--- src/rtl/ecb_pkg.sv ---
// Shared types and constants of the execution coverage bitmap.
`default_nettype none

package ecb_pkg;

    typedef enum logic [2:0] {
        FN_RECORD = 3'd0,
        FN_TEST   = 3'd1,
        FN_COUNT  = 3'd2,
        FN_RUNS   = 3'd3,
        FN_GAPS   = 3'd4,
        FN_CLEAR  = 3'd5
    } func_t;

    localparam int unsigned CFG_WIDTH   = 7;
    localparam int unsigned CFG_IDX_W   = 1;
    localparam int unsigned ROW_BITS    = 8;
    localparam int unsigned ROW_SEL_W   = 3;
    localparam logic [CFG_WIDTH-1:0] MAX_RUNS_RESET = 7'd64;

    localparam logic [CFG_IDX_W-1:0] REG_REC_EN   = 1'b0;
    localparam logic [CFG_IDX_W-1:0] REG_MAX_RUNS = 1'b1;

    typedef enum logic [1:0] {
        EMIT_NONE  = 2'd0,
        EMIT_PLAIN = 2'd1,
        EMIT_TEST  = 2'd2,
        EMIT_COUNT = 2'd3
    } emit_t;

    typedef struct packed {
        logic  load;
        logic  sel_in;
        logic  rec;
        logic  clr_row;
        logic  ctr_clr;
        logic  scan_init;
        logic  issue;
        logic  step;
        logic  tail;
        logic  list_rd;
        emit_t emit;
    } cmd_t;

    typedef struct packed {
        logic clr_done;
        logic empty;
        logic stop;
        logic is_list;
        logic list_empty;
        logic list_final;
    } status_t;

endpackage

`default_nettype wire

--- src/rtl/ecb_ctrl.sv ---
// Sequencer of the execution coverage bitmap.
`default_nettype none

module ecb_ctrl (
    input  wire logic            clk,
    input  wire logic            rst_n,
    input  wire logic            start,
    input  wire logic [2:0]      func,
    input  wire ecb_pkg::status_t status,
    output ecb_pkg::cmd_t        cmd,
    output logic                 busy
);

    typedef enum logic [11:0] {
        S_INIT  = 12'b0000_0000_0001,
        S_IDLE  = 12'b0000_0000_0010,
        S_REC   = 12'b0000_0000_0100,
        S_TEST  = 12'b0000_0000_1000,
        S_CLR   = 12'b0000_0001_0000,
        S_SETUP = 12'b0000_0010_0000,
        S_PRIME = 12'b0000_0100_0000,
        S_SCAN  = 12'b0000_1000_0000,
        S_FIN   = 12'b0001_0000_0000,
        S_TAIL  = 12'b0010_0000_0000,
        S_LIST  = 12'b0100_0000_0000,
        S_DRAIN = 12'b1000_0000_0000
    } state_t;

    state_t state_reg;
    state_t state_next;

    always_ff @(posedge clk or negedge rst_n)
    begin
        if (!rst_n)
        begin
            state_reg <= S_INIT;
        end
        else
        begin
            state_reg <= state_next;
        end
    end

    always_comb
    begin
        state_next = state_reg;
        cmd        = '0;
        cmd.emit   = ecb_pkg::EMIT_NONE;
        cmd.sel_in = (state_reg == S_IDLE);
        unique case (state_reg)
            S_INIT:
            begin
                cmd.clr_row = 1'b1;
                if (status.clr_done)
                begin
                    state_next = S_IDLE;
                end
            end
            S_IDLE:
            begin
                if (start)
                begin
                    cmd.load = 1'b1;
                    unique case (func)
                        ecb_pkg::FN_RECORD: state_next = S_REC;
                        ecb_pkg::FN_TEST:   state_next = S_TEST;
                        ecb_pkg::FN_CLEAR:  state_next = S_CLR;
                        ecb_pkg::FN_COUNT,
                        ecb_pkg::FN_RUNS,
                        ecb_pkg::FN_GAPS:   state_next = S_SETUP;
                        default:            cmd.emit = ecb_pkg::EMIT_PLAIN;
                    endcase
                end
            end
            S_REC:
            begin
                cmd.rec    = 1'b1;
                cmd.emit   = ecb_pkg::EMIT_PLAIN;
                state_next = S_IDLE;
            end
            S_TEST:
            begin
                cmd.emit   = ecb_pkg::EMIT_TEST;
                state_next = S_IDLE;
            end
            S_CLR:
            begin
                cmd.clr_row = 1'b1;
                cmd.ctr_clr = 1'b1;
                if (status.clr_done)
                begin
                    cmd.emit   = ecb_pkg::EMIT_PLAIN;
                    state_next = S_IDLE;
                end
            end
            S_SETUP:
            begin
                cmd.scan_init = 1'b1;
                if (status.empty)
                begin
                    cmd.emit   = ecb_pkg::EMIT_PLAIN;
                    state_next = S_IDLE;
                end
                else
                begin
                    state_next = S_PRIME;
                end
            end
            S_PRIME:
            begin
                cmd.issue  = 1'b1;
                state_next = S_SCAN;
            end
            S_SCAN:
            begin
                cmd.issue = 1'b1;
                cmd.step  = 1'b1;
                if (status.stop)
                begin
                    state_next = status.is_list ? S_TAIL : S_FIN;
                end
            end
            S_FIN:
            begin
                cmd.emit   = ecb_pkg::EMIT_COUNT;
                state_next = S_IDLE;
            end
            S_TAIL:
            begin
                cmd.tail   = 1'b1;
                state_next = S_LIST;
            end
            S_LIST:
            begin
                if (status.list_empty)
                begin
                    cmd.emit   = ecb_pkg::EMIT_PLAIN;
                    state_next = S_IDLE;
                end
                else
                begin
                    cmd.list_rd = 1'b1;
                    if (status.list_final)
                    begin
                        state_next = S_DRAIN;
                    end
                end
            end
            S_DRAIN:
            begin
                state_next = S_IDLE;
            end
            default:
            begin
                state_next = S_INIT;
            end
        endcase
    end

    assign busy = (state_reg != S_IDLE);

endmodule

`default_nettype wire

--- config.mk ---
export PLATFORM = sky130hd
export DESIGN_NAME = ecb_ctrl
export DESIGN_NICKNAME = d
export VERILOG_FILES = /design/src/rtl/ecb_pkg.sv /design/src/rtl/ecb_ctrl.sv
export SDC_FILE = /design/constraint.sdc
export NUM_CORES = 1
export LEC_CHECK = 0
export BUFFER_PORTS_ARGS = -buffer_cell sky130_fd_sc_hd__clkbuf_2
export CAP_MARGIN = 0
export CORE_MARGIN = 8
export CORE_UTILIZATION = 48
export CTS_CLUSTER_SIZE = 16
export DETAILED_ROUTE_END_ITERATION = 10
export GPL_ROUTABILITY_DRIVEN = 0
export GPL_TIMING_DRIVEN = 0
export PLACE_DENSITY = 0.83
export SLEW_MARGIN = 10
export SYNTH_ARGS = -nofsm -noshare
export SYNTH_HDL_FRONTEND = slang
export SYNTH_SLANG_ARGS = --single-unit
--- constraint.sdc ---
create_clock -name clk -period 2.4 [get_ports clk]
set_input_delay 0.24 -clock clk [delete_from_list [all_inputs] [get_ports clk]]
set_output_delay 0.24 -clock clk [all_outputs]
set_load 0.01 [all_outputs]
==> impl_metrics.ini, run 1 <==
[synthesis]
ys_seq_area_share_pct = 34.78
synth_fp_nets = 107
ys.warnings.count = 0
syn_area_um2 = 867.1
ys_seq_elements = 12
syn_avg_cell_area_um2 = 9.127
ys_types = 38
netlist_instances = 95

[global_routing]
grt_pass1_wl_um = 3594
grt_max_degree = 13
grt_pass1_vias = 810
grt_use_total_pct = 13.12
antenna_found_initial = 0
globalRoute.totalOverflow = 0

[clocking]
clock_latency_ns = 0.28
clock_sinks = 12
cts-buffers-inserted = 3
clkTransAtPathRegs_ns = 0.08
cts-root-buf = clkbuf_4
clockBufferDepth = 2
tritoncts = built
cts_max_level = 1

[sta]
setup_tns_ns = 0
tightest_slew_ns = 0.5128
rsz0062_at_grt = no
fmax_mhz = 443.9
setup_violations = 0
slew_viol_final = 0
layout_setup_ws_ns = 0.1474
finalHoldViolations = 0
fin_skew_ns = 0.005446
slew_headroom_pct = 65.73
finalCriticalPeriod_ns = 2.253
post-route-period-util_pct = 93.86

[floorplan]
die_w_um = 58.50
die_area_mm2 = 0.003422
coreArea_mm2 = 0.001708
initial_core_util_pct = 50.77
io_pins = 25
die_h_um = 58.50
row_count = 15

[worst_setup_path]
worstPathRequired_ns = 2.16
end_kind = output pin
worstPathMaxFanout = 5
reg2reg_from = state_reg[3]
arrival_ns = 2.01
worstSetupPathType = flip-flop to output pin
setup.worst_path.start = state_reg[11]
startpoint_type = flip-flop

[hold_path]
min_from = status[2]
hold_path_class = input port to flip-flop

[layout]
antennaDiodeCount = 0
largest_register_ffs = 12
fin_util_pct = 63.52
synthToLayoutAreaGrowth_pct = 25.11
nets = 138
drive_above_1_share_pct = 36.80
most-common-layout-cells = clkbuf_2, nor2_1, dfrtp_1
final_common_cell = clkbuf_2
fillCellCount = 151

[route]
vias = 867
first_pass_iters = 4
drt_iter0_drc = 24
postRouteAntennaNets = 0
wirelength_um = 2117
drc = 0
via_per_inst = 5.780
drt-wirelength-per-cell_um = 14.11

[run_status]
status = completed

[flow_run]
maxCapViolations = 0

[place]
hpwl_um = 1672
io_buffers = 24
dp_slack_ns = 0.3229

[pwr]
vdd_ir_drop_max_mv = 0.4062
pwr_density_cell_mw_per_mm2 = 765.0
p_leak_nw = 0.5055
-- worst max-delay path, cell delays in order, from the launching register on --
cell      delay, ns
dfrtp_2        0.45
nor4_4         0.37
nand3_2        0.17
or4b_4         0.55
inv_1          0.07
clkbuf_2       0.12
-- metrics by stage --
stage               power (mW)  hold WS (ns)  area [um2]  std cells
finish                  0.8298        0.1248        1085        150
global route            0.8914        0.1237        1085        150
CTS                     0.8135        0.1282        1065        149
detailed placement      0.6493        0.1403        1018        144
global placement        0.6392        0.1349        1018        144
floorplan               0.5424      -0.05559       867.1         95
-- logic make-up after synthesis --
kind of cell | synth area share (%)
buf+inv | 3.174
mux | 3.030
xor+xnor | 4.041
simple gates | 42.43
flops | 34.78
compound gates | 12.55
-- cells in the mapped netlist --
master / n / area, um2
a2111oi_0: 1 / 8.760
a211oi_1: 1 / 7.510
a21o_1: 2 / 15.01
a21oi_1: 3 / 15.01
a31oi_1: 1 / 6.260
and2_1: 1 / 6.260
and4_1: 1 / 8.760
and4b_1: 1 / 10.01
buf_2: 1 / 5.000
dfrtp_1: 11 / 275.3
dfstp_2: 1 / 26.28
inv_1: 6 / 22.52
mux2_2: 1 / 11.26
mux2_4: 1 / 15.01
nand2_1: 7 / 26.28
nand2b_1: 4 / 25.02
nand3_1: 5 / 25.02
nand3_2: 1 / 10.01
nand4_1: 2 / 12.51
nand4b_1: 3 / 26.28
nor2_1: 9 / 33.78
nor3_1: 7 / 35.03
nor3_2: 2 / 20.02
nor3_4: 2 / 32.53
nor3b_1: 1 / 7.510
nor4_1: 4 / 25.02
nor4_4: 1 / 21.27
nor4b_1: 1 / 8.760
o21ai_0: 3 / 15.01
o221ai_1: 1 / 8.760
o22ai_1: 1 / 6.260
o311ai_4: 1 / 26.28
or2_1: 1 / 6.260
or2b_1: 1 / 7.510
or3_1: 1 / 6.260
or4b_4: 1 / 13.76
xnor2_1: 2 / 17.52
xor2_1: 2 / 17.52
-- layout make-up --
type / count / area (um2) / share of cell area, %
clock buffer: 4 / 36.28 / 3.345
inverter: 6 / 22.52 / 2.076
tap: 25 / 31.28 / 2.884
timing repair buffer: 26 / 137.6 / 12.69
buffer: 1 / 5.005 / 0.4614
multi-input combinational: 76 / 546.8 / 50.40
sequential: 12 / 305.3 / 28.14
-- routing by layer --
metal | vias to the layer above | part of all wire [%] | global-route usage, %
li1 | 414 | - | -
met1 | 423 | 44 | 16.62
met2 | 26 | 51 | 20.31
met3 | 4 | 4.5 | 3.261
met4 | 0 | 0.99 | 5.944
met5 | - | 0 | 0
-- final timing paths --
path	endpoint	slack, ns	depth (start not counted)
max reg2reg	state_reg[4]	0.41	4
max in group asynchronous	state_reg[0]	1.73	2
max	cmd[4]	0.15	5
min reg2reg	state_reg[0]	0.56	1
min	state_reg[8]	0.12	2
min in group asynchronous	state_reg[7]	0.38	2
-- what timing repair did --
action,CTS,global route
hold endpoints to repair,11,0
buffers inserted,0,1
hold buffers,1,0
endpoints found under the setup margin,0,2
resized for setup,0,5
-- power breakdown --
group	leakage (nW)	switching, mW	internal [mW]
combinational	0.327	0.238	0.155
sequential	0.157	0.0382	0.233
clock	0.0210	0.0726	0.0922
No activity file was read; power rests on OpenSTA's default activity.
==> run 2, diff against run 1 <==
CELL_PAD_IN_SITES_DETAIL_PLACEMENT = 0   (was not set)
CELL_PAD_IN_SITES_GLOBAL_PLACEMENT = 2   (was not set)
CORE_MARGIN = 2   (was 8)
CORE_UTILIZATION = 29   (was 48)
PLACE_DENSITY = 0.84   (was 0.83)
RECOVER_POWER = 25   (was not set)
==> run 2 against run 1 <==
  * Clock power barely moved
  * Largest cell class unchanged
  * Flip-flop and latch count unchanged
  * First-iteration DRC count down 8.3%
  * Register-to-register slack got worse by 0.03 ns
  * Count of clock-buffer cells in the layout unchanged
  * Clock skew grew 0.0052 ns
  * The run now ends with DRC left
  * Combinational power up 3%
  * Setup slack lost 0.031 ns
==> impl_metrics.ini, run 2 (same netlist as run 1, synthesis figures left out) <==
[route]
drt_iter0_drc = 22
drc = 1
drt-wirelength-per-cell_um = 13.42
wirelength_um = 2134
vias = 828
via_per_inst = 5.208
first_pass_iters = 7
postRouteAntennaNets = 0

[layout]
drive_above_1_share_pct = 38.28
nets = 141
synthToLayoutAreaGrowth_pct = 29.00
final-instance-count-excl-fill = 159
fillCellCount = 297
most-common-layout-cells = clkbuf_2, nor2_1, dfrtp_1
ff_latch_area_um2 = 305.3
antennaDiodeCount = 0
multi_input_area_um2 = 551.8
final_common_cell = clkbuf_2
largest_register_ffs = 12
stdcell_area_mm2 = 0.001119

[sta]
finalHoldViolations = 0
slew_headroom_pct = 55.86
slew_viol_final = 0
setup_violations = 0
fin_skew_ns = 0.01060
rsz0062_at_grt = no
post-route-period-util_pct = 95.16
finalCriticalPeriod_ns = 2.284
setup_tns_ns = 0
fmax_mhz = 437.9
tightest_slew_ns = 0.6621

[worst_setup_path]
end_kind = output pin
worst-r2r-cell-count = 4
worstSetupPathType = flip-flop to output pin
worstPathMaxFanout = 4
r2r-end = state_reg[4]
arrival_ns = 2.04
startpoint_type = flip-flop
worstPathRequired_ns = 2.16
reg2reg_from = state_reg[3]
rrSetupSlack_ns = 0.38

[clocking]
clockBufferDepth = 2
cts_max_level = 1
cts-buffers-inserted = 3
clock_latency_ns = 0.28
tritoncts = built
cts-root-buf = clkbuf_4
clkTransAtPathRegs_ns = 0.09
clock_sinks = 12

[hold_path]
min_from = status[2]
holdPathStages = 2
hold_path_class = input port to flip-flop
worstHoldEndpoint = state_reg[8]

[place]
dp.cells = 150
io_buffers = 24
hpwl_um = 1645
place_area_mm2 = 0.001026

[floorplan]
io_pins = 25
die_h_um = 58.68
row_count = 19
die_w_um = 58.68
coreArea_mm2 = 0.002805
initial_core_util_pct = 30.91
die_area_mm2 = 0.003443

[global_routing]
grt_max_degree = 13
antenna_found_initial = 0
grt_pass1_wl_um = 3408
grt_use_total_pct = 13.31
globalRoute.totalOverflow = 0
grt_pass1_vias = 737

[pwr]
p_leak_nw = 0.5154
pwr_density_cell_mw_per_mm2 = 754.6
vdd_ir_drop_max_mv = 0.3126

[flow_run]
maxCapViolations = 0

[run_status]
violations = DRC
status = complete, but fails checks
-- run 2: what timing repair did --
action                                  4_1_cts  5_1_grt
endpoints found under the setup margin        1        2
hold buffers                                  1        0
setup buffers                                 0        4
endpoints found under the hold margin        11        0
pin swaps                                     1        4
gates resized for setup                       0        6
-- run 2: stage by stage --
step | utilization (%) | hold slack [ns] | setup slack, ns | total power [mW]
floorplan | - | -0.05559 | 0.5052 | 0.5424
global placement | 36.57 | 0.1383 | 0.2834 | 0.6545
detailed placement | 36.57 | 0.1475 | 0.3091 | 0.6494
CTS | 38.22 | 0.1248 | 0.03926 | 0.8226
global route | 39.88 | 0.1097 | 0.01152 | 0.9163
finish | 39.88 | 0.1300 | 0.1161 | 0.8440
-- run 2: report_power, final --
| group | internal [mW] | switching, mW |
|---|---|---|
| Combinational | 0.164 | 0.243 |
| Sequential | 0.233 | 0.0371 |
| Clock | 0.0922 | 0.0742 |
| Total | 0.490 | 0.354 |
-- run 2: cell type report --
type,instances,share of cell area (%)
Buffer,1,0.4474
Clock buffer,4,3.244
Inverter,6,2.013
Multi-Input combinational cell,76,49.33
Sequential cell,12,27.29
Tap cell,31,3.468
Timing Repair Buffer,29,14.21
-- run 2: worst max-delay path, stage by stage (launching register included) --
cell      delay, ns
dfrtp_2        0.45
nor4_4         0.39
nand3_2        0.16
or4b_4         0.57
inv_1          0.07
clkbuf_2       0.12
-- run 2: worst max-delay path by stage --
stage / cells after the start / to / startpoint
floorplan: 5 / cmd[0] / state_reg[5]
global placement: 5 / cmd[4] / state_reg[9]
detailed placement: 5 / cmd[4] / state_reg[9]
CTS: 5 / cmd[4] / state_reg[11]
global route: 5 / cmd[4] / state_reg[3]
finish: 5 / cmd[4] / state_reg[11]
-- run 2: routing by layer --
layer | wire length, um | GRT usage (%) | vias up
met3 | 161 | 5.275 | 2
met2 | 903 | 18.78 | 25
met1 | 1041 | 18.38 | 380
li1 | - | - | 421
met5 | 0 | 0 | -
met4 | 27 | 4.870 | 0
==> run 3, diff against run 2 <==
==> constraint.sdc (replaced) <==
create_clock -name clk -period 2.4 [get_ports clk]
set_input_delay 0.12 -clock clk [delete_from_list [all_inputs] [get_ports clk]]
set_output_delay 0.12 -clock clk [all_outputs]
set_load 0.01 [all_outputs]
==> run 3 against run 2 <==
  * Sequential share of layout area grew 0.60 points
  * The flow still finishes with violations (DRC)
  * Highest routed layer unchanged
  * Wire length fell by 3.6%
  * Setup slack better by 0.0066 ns
  * Worst hold slack worse by 0.11 ns
  * Sequential power is 1% lower
  * Die area did not move
  * Flip-flop and latch count stayed put
==> impl_metrics.ini, run 3 (same netlist as run 1, synthesis figures left out) <==
[worst_setup_path]
reg2reg_from = state_reg[9]
slowest_delay_ns = 0.58
startpoint_type = flip-flop
worstSetupPathType = flip-flop to output pin
arrival_ns = 2.16
end_kind = output pin
rrSetupSlack_ns = 0.36
worst-r2r-cell-count = 5
setup.worst_path.start = state_reg[9]
crit_chain = nor4_4, nand3_2, or4b_4, inv_1, clkbuf_2
worstPathMaxFanout = 6
worstPathRequired_ns = 2.28
slowest_stage = or4b_4
r2r-end = state_reg[4]

[pwr]
intPower_mw = 0.4714
p_comb_share_pct = 46.9
pwr-share-seq_pct = 32.8
pwr-share-clk_pct = 20.3
vdd_ir_drop_max_mv = 0.3020
netSwitchingPower_mw = 0.3401
switching_share_pct = 41.91
pwr_density_cell_mw_per_mm2 = 750.7
p_leak_nw = 0.5066

[run_status]
status = complete, but fails checks
violations = DRC

[clocking]
cts_setup_buffers = 0
cts_max_level = 1
cts-root-buf = clkbuf_4
clock_sinks = 12
clock_latency_ns = 0.28
clkTransAtPathRegs_ns = 0.09
cts-buffers-inserted = 3
ctsResizeCount = 0
hold_buffers = 1
tritoncts = built
clockBufferDepth = 2

[route]
first_pass_iters = 7
via_per_inst = 5.282
drt_iter0_drc = 22
drc = 1
postRouteAntennaNets = 0
vias = 824
wirelength_um = 2057
drt-wirelength-per-cell_um = 13.19

[place]
io_buffers = 24
dp_slack_ns = 0.3673
hpwl_um = 1645
dp.cells = 150

[global_routing]
antenna_found_initial = 0
grt_pass1_vias = 737
globalRoute.totalOverflow = 0
grt_max_degree = 13
grt_use_total_pct = 13.27
grt_pass1_wl_um = 3394

[sta]
post-route-period-util_pct = 94.89
layout_setup_ws_ns = 0.1227
finalCriticalPeriod_ns = 2.277
tightest_slew_ns = 0.6558
slew_viol_final = 0
fmax_mhz = 439.1
setup_violations = 0
rsz0062_at_grt = no
fin_skew_ns = 0.009960
slew_headroom_pct = 56.28
setup_tns_ns = 0
finalHoldViolations = 0

[floorplan]
die_w_um = 58.68
initial_core_util_pct = 30.91
row_count = 19
io_pins = 25
die_area_mm2 = 0.003443
coreArea_mm2 = 0.002805
die_h_um = 58.68

[flow_run]
maxCapViolations = 0

[layout]
nets = 138
fin_util_pct = 38.54
synthToLayoutAreaGrowth_pct = 24.68
most-common-layout-cells = clkbuf_2, dfrtp_1, nor2_1
final_common_cell = clkbuf_2
final-instance-count-excl-fill = 156
antennaDiodeCount = 0
largest_register_ffs = 12
drive_above_1_share_pct = 31.20

[hold_path]
hold_path_class = input port to flip-flop
holdPathStages = 2
min_from = status[4]
worstHoldEndpoint = state_reg[6]
==> run 3: metrics by stage <==
stage | power (mW) | cell area (um2) | hold slack, ns
2_1_floorplan | 0.5424 | 867.1 | -0.1756
3_3_place_gp | 0.6545 | 1026 | 0.01827
3_5_place_dp | 0.6494 | 1026 | 0.02754
4_1_cts | 0.8226 | 1072 | 0.004838
5_1_grt | 0.8840 | 1081 | 0.01365
6_report | 0.8115 | 1081 | 0.02251
==> run 3: cell type report <==
type                            instances  area, um2
Inverter                                6      22.52
Timing Repair Buffer                   26      138.9
Tap cell                               31      38.79
Buffer                                  1      5.005
Clock buffer                            4      36.28
Sequential cell                        12      301.5
Fill cell                             298       1724
Multi-Input combinational cell         76      538.0
==> run 3: layer usage <==
metal | share of wire (%) | global-route usage [%]
met1 | 50 | 18.24
met2 | 41 | 18.78
met4 | 1.3 | 4.870
met3 | 7.2 | 5.275
met5 | 0 | 0
==> run 3: power groups by stage <==
stage / registers [mW] / clock network (mW) / logic, mW
floorplan: 0.265 / 0 / 0.278
global placement: 0.270 / 0 / 0.384
detailed placement: 0.271 / 0 / 0.378
CTS: 0.267 / 0.174 / 0.382
global route: 0.274 / 0.183 / 0.427
finish: 0.266 / 0.165 / 0.380
==> run 3: critical path, delay by kind of cell (launching register included) <==
family                 cells  cell delay (ns)
buffers and inverters      2             0.19
DFF                        1             0.48
and+or+nand+nor            3             1.20
==> run 3: how the worst max path moves through the flow <==
stage,end,depth (start not counted)
after floorplan,state_reg[4],6
after global placement,state_reg[4],5
after detailed placement,state_reg[4],5
after CTS,cmd[4],5
after global routing,cmd[4],5
final,cmd[4],5
